**src/rtl/core/svrd_pkg.sv**
```systemverilog
// Shared types and constants for the space-vector ramp duty generator.
// Used by every module under rtl/core; depends on nothing else.
package svrd_pkg;

	// Register indexes on the configuration port.
	localparam logic [2:0] REG_FS_MAX       = 3'd0;
	localparam logic [2:0] REG_VEL_STEP     = 3'd1;
	localparam logic [2:0] REG_TICK_TIME    = 3'd2;
	localparam logic [2:0] REG_HALF_ACCEL   = 3'd3;
	localparam logic [2:0] REG_PHASE_GAIN   = 3'd4;
	localparam logic [2:0] REG_PERIOD_COUNT = 3'd5;

	// pi/3 in Q2.30, the span of one sector.
	localparam longint unsigned PI3_Q30 = 64'd1124419809;
	localparam logic [15:0] MOD_ONE = 16'd32768;

	localparam logic signed [44:0] W41_MAX = 45'sd1099511627775;
	localparam logic signed [44:0] W41_MIN = -45'sd1099511627776;

	typedef struct packed {
		logic signed [40:0] set_freq;
		logic [15:0]        mod_index;
	} item_t;

	typedef struct packed {
		logic [39:0] fs_max;
		logic [39:0] vel_step;
		logic [31:0] tick_time;
		logic [39:0] half_accel_term;
		logic [31:0] phase_gain;
		logic [15:0] period_count;
	} cfg_t;

	typedef enum logic [3:0] {
		ST_IDLE,
		ST_RAMP,
		ST_VMUL,
		ST_FREQ,
		ST_PMUL,
		ST_PHASE,
		ST_ROM,
		ST_TERM,
		ST_OUT
	} state_t;

	function automatic logic signed [40:0] sat41(input logic signed [44:0] v);
		logic signed [44:0] r;
		r = v;
		if (v > W41_MAX) r = W41_MAX;
		if (v < W41_MIN) r = W41_MIN;
		return r[40:0];
	endfunction

endpackage

```
**src/rtl/core/svrd_front.sv**
```systemverilog
// Input side: clamps target frequency and modulation index of each beat
// and holds the items in a two-entry queue. Depends on svrd_pkg.
module svrd_front (
	input  logic                clk,
	input  logic                arst_n,
	input  logic                s_tvalid,
	output logic                s_tready,
	input  svrd_pkg::item_t     in_item,
	input  logic [39:0]         fs_max,
	output logic                q_valid,
	input  logic                q_pop,
	output svrd_pkg::item_t     q_item
);
	import svrd_pkg::*;

	item_t              mem_q [2];
	logic               wr_ptr_q;
	logic               rd_ptr_q;
	logic [1:0]         count_q;
	logic signed [40:0] lim;
	item_t              clamped;
	logic               push;
	logic               pop;

	always_comb begin
		lim = $signed({1'b0, fs_max});
		clamped = in_item;
		if (in_item.set_freq > lim) clamped.set_freq = lim;
		if (in_item.set_freq < -lim) clamped.set_freq = -lim;
		if (in_item.mod_index > MOD_ONE) clamped.mod_index = MOD_ONE;
	end

	assign s_tready = (count_q != 2'd2);
	assign push     = s_tvalid && s_tready;
	assign q_valid  = (count_q != 2'd0);
	assign pop      = q_pop && q_valid;
	assign q_item   = mem_q[rd_ptr_q];

	always_ff @(posedge clk) begin
		if (push) mem_q[wr_ptr_q] <= clamped;
	end

	always_ff @(posedge clk or negedge arst_n) begin
		if (!arst_n) begin
			wr_ptr_q <= 1'b0;
			rd_ptr_q <= 1'b0;
			count_q  <= 2'd0;
		end else begin
			if (push) wr_ptr_q <= ~wr_ptr_q;
			if (pop) rd_ptr_q <= ~rd_ptr_q;
			count_q <= count_q + 2'(push) - 2'(pop);
		end
	end

endmodule

```
**config.mk**
```make
export PLATFORM = sky130hd
export DESIGN_NAME = svrd_front
export DESIGN_NICKNAME = d
export VERILOG_FILES = /design/src/rtl/core/svrd_pkg.sv /design/src/rtl/core/svrd_front.sv
export SDC_FILE = /design/constraint.sdc
export NUM_CORES = 1
export LEC_CHECK = 0
export BUFFER_PORTS_ARGS = -buffer_cell sky130_fd_sc_hd__buf_2
export CAP_MARGIN = 25
export CORE_AREA = 2 2 166 103
export CTS_BUF_LIST = sky130_fd_sc_hd__clkbuf_4 sky130_fd_sc_hd__clkbuf_8
export CTS_CLUSTER_DIAMETER = 40
export CTS_CLUSTER_SIZE = 14
export DETAILED_ROUTE_END_ITERATION = 12
export DIE_AREA = 0 0 168 105
export HOLD_SLACK_MARGIN = 0.08
export PLACE_DENSITY = 0.78
export SLEW_MARGIN = 20
export SYNTH_ARGS = -nofsm -noshare
export SYNTH_HDL_FRONTEND = slang
export SYNTH_SLANG_ARGS = --single-unit
```
**constraint.sdc**
```tcl
create_clock -name clk -period 3.1 [get_ports clk]
set_input_delay 0.31 -clock clk [delete_from_list [all_inputs] [get_ports clk]]
set_output_delay 0.31 -clock clk [all_outputs]
set_load 0.02 [all_outputs]
```
==> results of run 1 <==
-- kinds of logic after synthesis --
| kind of cell | share of synthesized area |
|---|---|
| and+or+nand+nor | 0.1388 |
| buffers and inverters | 0.03672 |
| adders and majority gates | 0.1259 |
| AOI/OAI and AO/OA | 0.09877 |
| muxes | 0.1270 |
| xor gates and xnor gates | 0.04552 |
| DFF | 0.4272 |
-- state kept, by name (all words and copies together), names as in the netlist --
register and cells:
count_q 2, mem_q 114, rd_ptr_q 1, wr_ptr_q 1
-- what timing repair did --
action | in CTS | in global routing
setup endpoints to repair | 82 | 82
endpoints found under the hold margin | 4 | 0
pin swaps | 8 | 27
gates cloned | 3 | 1
buffers inserted | 10 | 7
hold buffers | 1 | 0
gates resized for setup | 37 | 22
-- per-stage QoR --
step	setup WS (ns)	area [um^2]	total power [uW]	TNS, ns
2_1_floorplan	-1.803	8304	4136	-141.01
3_3_place_gp	-1.932	10820	5154	-151.57
3_5_place_dp	-2.100	10820	5214	-165.16
4_1_cts	-1.452	11570	6826	-110.98
5_1_grt	-1.659	11660	7140	-130.13
6_report	-1.554	11660	6852	-119.41
-- final cells by class --
class / instances / area (um^2) / share of cell area
flip-flops and latches: 118 / 3525 / 0.3022
clock buffers: 18 / 241.5 / 0.02070
inverters: 49 / 193.9 / 0.01663
clock inverters: 14 / 166.4 / 0.01427
multi-input cells: 523 / 4613 / 0.3955
well taps: 209 / 261.5 / 0.02242
repair buffers: 378 / 2661 / 0.2281
diodes: 1 / 2.502 / 0.0002145
-- layer usage --
layer / global-route usage / up-vias
met1: 0.4383 / 3635
met5: 0 / -
li1: - / 3512
met4: 0.07702 / 0
met2: 0.4268 / 421
met3: 0.07576 / 49
-- power groups by stage --
stage          Combinational, uW  Sequential (uW)  Clock (uW)
2_1_floorplan               1770             2370           0
3_3_place_gp                2730             2430           0
3_5_place_dp                2760             2450           0
4_1_cts                     2890             2420        1520
5_1_grt                     3110             2460        1570
6_report                    2930             2420        1510
-- worst min-delay path by stage --
stage	from	end	slack [ns]	cells past startpoint
2_1_floorplan	arst_n	count_q[0]$_DFF_PN0_	0.01	0
3_3_place_gp	arst_n	wr_ptr_q$_DFFE_PN0P_	0.12	1
3_5_place_dp	arst_n	wr_ptr_q$_DFFE_PN0P_	0.12	1
4_1_cts	arst_n	wr_ptr_q$_DFFE_PN0P_	0.17	2
5_1_grt	arst_n	wr_ptr_q$_DFFE_PN0P_	0.17	2
6_report	arst_n	count_q[1]$_DFF_PN0_	0.18	2
-- layout by cell type (no fill, tap or decap), drive strengths merged, types with 4 or more instances in the layout --
| cell type | n |
|---|---|
| inv | 55 |
| nand3 | 14 |
| nor2 | 25 |
| a221o | 37 |
| buf | 376 |
| a21oi | 28 |
| clkbuf | 19 |
| a211oi | 7 |
| o21ai | 12 |
| or2 | 4 |
| nand2b | 4 |
| nand2 | 35 |
| nor3b | 18 |
| or3 | 6 |
| mux2i | 27 |
| xnor2 | 39 |
| mux2 | 69 |
| ha | 83 |
| nand4 | 22 |
| a21o | 7 |
| nor2b | 17 |
| dfrtp | 4 |
| edfxtp | 114 |
| nor4 | 8 |
| nor3 | 30 |
==> out/metrics.csv, run 1 <==
metric,value,unit
route.met3.wl,2849,um
finalCriticalPeriod,4.654,ns
hold_class,in2async,
whs,0.1762,ns
clock_path_buffers,2,
syn-num-nets,901,
comb_power_share,0.427,
worst_slack,-1.554,ns
wl_met2,11070,um
max_slew_margin,0.4383,
setup_viol,82,
finalMaxSlewViolations,0,
grt_pass1_wl,39920,um
violations,setup timing,
fin_crit_sh,1.501,
synth_top_area_share,0.4151,
crit-reg2reg-launch,count_q[1]$_DFF_PN0_,
drt-total-wl,26410,um
grt_pass1_vias,7325,
synth_edf_count,114,
rsz0062_at_grt,yes,
ys_seq_elements,118,
grt-ovfl-total,0,
die-area,17640,um^2
synth_cell_types,50,
cp_top_family,simple AND/OR/NAND/NOR gates,
netlist_area,8247,um^2
cp.depth,22,
ioPinCount,160,
worstReg2RegEnd,count_q[1]$_DFF_PN0_,
pwr-share-seq,0.353,
final_util,0.7295,
port_buffers,159,
status,"complete, but fails checks",
cts_max_level,4,
drc,0,
synth.top_cells.by_area,"edfxtp_1 42%, ha_1 13%, mux2_2 9.4%",
finalHoldViolations,0,
end_kind,flip-flop,
start_util,0.5157,
ys.flop_type,edfxtp_1,
fillers,1073,
synth.most_common_cell,edfxtp_1,
wl_per_cell,20.16,um
cts_buffers,17,
tightest_slew,0.8417,ns
antenna_found_initial,1,
reg2reg_slack,1.32,ns
clock_latency,0.46,ns
crit_path_cell_trace,"buf_8, inv_6, ha_4, or3b_4, or4_4, nor3_4, nand3_4, or2_4, nor3_4, and4_4, ha_4, nand4_1, nor4_2, a221oi_1, o31ai_1, a41oi_1, buf_4, xor2_4, buf_6, buf_4, mux2_2, a221o_1",
via_per_inst,5.815,
top_layer_used,met4,
grtUsageTotal,0.2955,
drive_above_1_share,0.4709,
critPathMaxFanout,5,
wl_met1,11990,um
reg2reg_depth,7,
sw_frac_of_total,0.3759,
clock.fmax,214.9,MHz
postSynthCellCount,717,
synth_top_cells_by_count,"114 x edfxtp_1, 83 x ha_1, 69 x mux2_2",
p_leak,0.005200,uW
ys_warn_count,0,
yosysTopAreaCell,edfxtp_1,
cp_num_buf_inv,5,
avgSynthCellArea,11.50,um^2
place_hpwl,18840,um
cp-startpoint,fs_max[1],
drtPass1Iterations,5,
async_reset_ff_frac,0.03390,
path_clk_slew,0.08,ns
dp.cells,1258,
die_h,105,um
slowest_delay,0.47,ns
instances_no_fill,1310,
first_iter_violations,802,
root_buffer,clkbuf_8,
ant_nets,0,
crit_type,in2reg,
startpoint_type,primary input,
maxCapViolations,0,
switching_power,2575,uW
gp_congestion,0.9366,
core_area,15990,um^2
num_rows,36,
pwr-share-clk,0.220,
cp_slowest_cell,or4_4,
area_growth,41.45,%
p_int,4277,uW
crit_path_end,mem_q[0][54]$_DFFE_PP_,
grt_max_degree,58,
power-per-cell-area,587.4,nW/um^2
yosysSeqAreaShare,0.4272,
crit_arrival,4.85,ns
fin_skew,0.009427,ns
die_width,168,um
route.vias.total,7617,
vdd_drop_max,335.7,uV
cts_tree,done,
clock-sinks,118,
nNetsFinal,1271,
cp.required,3.30,ns
Power figures use the tool's default switching activity.
==> inputs of run 2 (changes only) <==
MAX_ROUTING_LAYER = met4   (was not set)
==> out/metrics.csv, run 2 (synthesis gave the netlist of run 1 again) <==
metric,value,unit
num_rows,36,
power-per-cell-area,591.8,nW/um^2
antenna_found_initial,2,
drtPass1Iterations,6,
tightest_slew,0.8854,ns
grt_pass1_vias,7932,
rsz0062_at_grt,yes,
final.setup.tns,-127.05,ns
first_iter_violations,1084,
final_util,0.7591,
wl_per_cell,22.07,um
worst_slack,-1.622,ns
top_register,mem_q,
cts_buffers,17,
cp_top_family,simple AND/OR/NAND/NOR gates,
critPathMaxFanout,6,
fin_crit_sh,1.523,
finalHoldViolations,0,
slowest_delay,0.48,ns
nNetsFinal,1305,
largest_register_ffs,114,
reg_top3,"mem_q: 114 flops, count_q: 2 flops",
area_growth,47.19,%
p_leak,0.005470,uW
crit_arrival,4.92,ns
start_util,0.5157,
comb_power_share,0.427,
cp_slowest_cell,or4_4,
place_hpwl,19000,um
grt_max_degree,58,
grtUsageTotal,0.3309,
crit_type,in2reg,
cp-startpoint,fs_max[0],
drc,0,
via_per_inst,6.048,
grt-ovfl-total,0,
port_buffers,159,
max_slew_margin,0.4091,
drt-total-wl,29690,um
route.vias.total,8134,
sw_frac_of_total,0.3625,
whs,0.1767,ns
die-area,17640,um^2
clock.fmax,211.8,MHz
die_width,168,um
clock-sinks,118,
hold_class,in2async,
ioPinCount,160,
cp_num_buf_inv,6,
fin_skew,0.01227,ns
root_buffer,clkbuf_8,
pwr-share-seq,0.337,
gp_congestion,0.9659,
crit-reg2reg-launch,count_q[1]$_DFF_PN0_,
maxCapViolations,0,
die_h,105,um
finalMaxSlewViolations,0,
ant_nets,0,
core_area,15990,um^2
cts_tree,done,
cts_max_level,4,
status,"complete, but fails checks",
finalCriticalPeriod,4.722,ns
path_clk_slew,0.08,ns
setup_viol,82,
switching_power,2604,uW
grt_pass1_wl,43280,um
p_int,4580,uW
violations,setup timing,
clock_latency,0.47,ns
clock_path_buffers,2,
cp.required,3.30,ns
vdd_drop_max,391.9,uV
startpoint_type,primary input,
end_kind,flip-flop,
final_common_cell,buf_4,
crit_path_cell_trace,"buf_8, inv_6, ha_4, or3b_4, or4_4, nor3_4, buf_6, nand4_1, nor3_4, xnor2_1, ha_1, nand4_1, nor4_2, a221oi_2, o31ai_1, a41oi_1, buf_4, xor2_4, buf_6, buf_12, mux2_2, a221o_1",
power,7183,uW
drive_above_1_share,0.4938,
layout_common_cells,"218 x buf_4, 157 x buf_2, 114 x edfxtp_1",
pwr-share-clk,0.236,
## run 2: final cells by class
cell class	count	area [um^2]
Antenna cell	2	5.005
Fill cell	933	3852
Multi-Input combinational cell	523	4646
Clock inverter	14	222.7
Sequential cell	118	3525
Clock buffer	18	241.5
Timing Repair Buffer	412	3045
Inverter	49	191.4
Tap cell	209	261.5
## run 2: layer usage
layer / vias to the layer above / routed length [um] / global-route usage
li1: 3583 / - / -
met1: 3851 / 12170 / 0.4512
met2: 588 / 12730 / 0.4790
met3: 112 / 3961 / 0.08485
met4: 0 / 823 / 0.1143
met5: - / 0 / -
## run 2: worst paths after layout
kind                                     endpoint  slack, ns  depth (start not counted)
hold / removal               count_q[1]$_DFF_PN0_       0.18                          2
hold reg to reg              count_q[1]$_DFF_PN0_       0.49                          1
min in group clk             rd_ptr_q$_DFFE_PN0P_       0.20                          3
setup / recovery           mem_q[0][44]$_DFFE_PP_      -1.62                         22
max in group asynchronous    rd_ptr_q$_DFFE_PN0P_       2.79                          2
setup reg to reg           mem_q[1][21]$_DFFE_PP_       1.30                          3
## run 2: stage by stage
| step | cell area (um^2) | instances | setup slack (ns) |
|---|---|---|---|
| finish | 12140 | 1345 | -1.622 |
| CTS | 11950 | 1336 | -1.393 |
| floorplan | 8304 | 717 | -1.803 |
| global placement | 10820 | 1258 | -1.941 |
| detailed placement | 10820 | 1258 | -2.021 |
| global route | 12140 | 1345 | -1.736 |
## run 2: power groups by stage
| stage | combinational (uW) | sequential [uW] | clock, uW |
|---|---|---|---|
| after global routing | 3220 | 2460 | 1770 |
| final | 3070 | 2420 | 1700 |
| after detailed placement | 2750 | 2450 | 0 |
| after floorplan | 1770 | 2370 | 0 |
| after global placement | 2720 | 2430 | 0 |
| after CTS | 2940 | 2420 | 1690 |
## run 2: what timing repair did
item / CTS / global route
hold buffers: 1 / 0
endpoints found under the setup margin: 82 / 82
cloned: 4 / 4
pin swaps: 17 / 14
hold endpoints to repair: 4 / 0
setup buffers: 41 / 4
resized for setup: 63 / 17
==> inputs of run 3 (changes only) <==
CORE_AREA = 2 2 129 131   (was 2 2 166 103)
DIE_AREA = 0 0 131 133   (was 0 0 168 105)
==> out/metrics.csv, run 3 (synthesis gave the netlist of run 1 again) <==
metric,value,unit
place_hpwl,18670,um
fin_skew,0.007461,ns
startpoint_type,primary input,
cts_tree,done,
crit-reg2reg-launch,count_q[1]$_DFF_PN0_,
first_iter_violations,629,
clock-sinks,118,
max_slew_margin,0.3797,
reg_top3,"mem_q: 114 flops, count_q: 2 flops",
nNetsFinal,1297,
fin_crit_sh,1.468,
die_h,133,um
clock.fmax,219.7,MHz
drive_above_1_share,0.4849,
worstReg2RegEnd,mem_q[0][44]$_DFFE_PP_,
whs,0.2058,ns
reg2reg_slack,1.27,ns
critPathMaxFanout,21,
gp_congestion,1.008,
rsz0062_at_grt,yes,
instances_no_fill,1346,
route.vias.total,7570,
p_leak,0.005263,uW
final_common_cell,buf_4,
antenna_found_initial,0,
num_rows,47,
dp.cells,1286,
drtPass1Iterations,5,
drt-total-wl,24390,um
violations,setup timing,
reg2reg_depth,4,
cts_buffers,17,
start_util,0.5099,
die-area,17420,um^2
wl_per_cell,18.12,um
end_kind,flip-flop,
grtUsageTotal,0.2913,
setup_viol,82,
tightest_slew,0.9270,ns
finalMaxSlewViolations,0,
grt_pass1_vias,7469,
top_register,mem_q,
hold_class,in2async,
power,6485,uW
largest_register_ffs,114,
area_growth,41.44,%
root_buffer,clkbuf_8,
ioPinCount,160,
vdd_drop_max,398.8,uV
layout_common_cells,"234 x buf_4, 157 x buf_2, 114 x edfxtp_1",
finalHoldViolations,0,
worst_slack,-1.451,ns
clock_path_buffers,2,
via_per_inst,5.624,
ant_nets,0,
maxCapViolations,0,
clock_latency,0.43,ns
drc,0,
grt_pass1_wl,37690,um
cp.required,3.28,ns
finalCriticalPeriod,4.551,ns
crit_arrival,4.73,ns
grt_max_degree,58,
path_clk_slew,0.07,ns
core_area,16170,um^2
port_buffers,159,
grt-ovfl-total,0,
die_width,131,um
final_util,0.7212,
cts_max_level,4,
diodes,0,
power-per-cell-area,556.0,nW/um^2
status,"complete, but fails checks",
crit_type,in2reg,
[run 3: critical path: stages]
cell and delay [ns]:
buf_8 0.10, inv_6 0.05, ha_4 0.12, or3b_4 0.37
or4_4 0.48, nor3_4 0.23, nand3_2 0.14, or2_4 0.28
nor3_4 0.19, and4_4 0.29, ha_4 0.20, nand4_1 0.13
nor4_4 0.07, a221oi_2 0.22, o31ai_1 0.11, a41oi_1 0.19
buf_4 0.17, xor2_4 0.18, buf_12 0.19, mux2_2 0.35
a221o_1 0.33
[run 3: power breakdown]
group / total, uW / switching [uW] / internal (uW)
sequential: 2420 / 164 / 2260
clock: 1230 / 628 / 599
combinational: 2840 / 1620 / 1220
total: 6480 / 2410 / 4070
[run 3: layer usage]
| metal | track usage | vias to the layer above | routed length [um] |
|---|---|---|---|
| met4 | 0.1135 | 0 | 801 |
| met1 | 0.3745 | 3556 | 10050 |
| met5 | - | - | 0 |
| li1 | - | 3562 | - |
| met3 | 0.07238 | 67 | 2481 |
| met2 | 0.4421 | 385 | 11050 |
[run 3: area by class of cell]
type	instances	area (um^2)
clock buffers	21	270.3
clock inverters	11	80.08
fillers	1062	4508
repair buffers	404	2734
inverters	49	191.4
flip-flops and latches	118	3525
well taps	220	275.3
multi-input cells	523	4588
[run 3: worst max-delay path by stage]
stage	startpoint	end	slack, ns	cells after the start
after CTS	fs_max[0]	mem_q[0][35]$_DFFE_PP_	-1.43	21
after global placement	fs_max[0]	mem_q[0][29]$_DFFE_PP_	-2.06	23
after detailed placement	fs_max[0]	mem_q[1][29]$_DFFE_PP_	-2.17	23
final	fs_max[0]	mem_q[0][35]$_DFFE_PP_	-1.45	21
after floorplan	fs_max[1]	mem_q[0][41]$_DFFE_PP_	-1.80	18
after global routing	fs_max[1]	mem_q[1][29]$_DFFE_PP_	-1.59	21
[run 3: metrics by stage]
step | worst slack, ns | cell area (um^2) | TNS, ns
after detailed placement | -2.171 | 10940 | -163.78
final | -1.451 | 11660 | -113.40
after global placement | -2.061 | 10940 | -157.75
after floorplan | -1.803 | 8304 | -141.01
after global routing | -1.594 | 11660 | -124.34
after CTS | -1.433 | 11620 | -111.20
[run 3: what timing repair did]
item,in CTS,in global routing
gates resized for setup,33,10
hold endpoints to repair,4,0
hold buffers,1,0
setup buffers,27,2
pin swaps,7,8
gates cloned,1,0
endpoints found under the setup margin,82,82
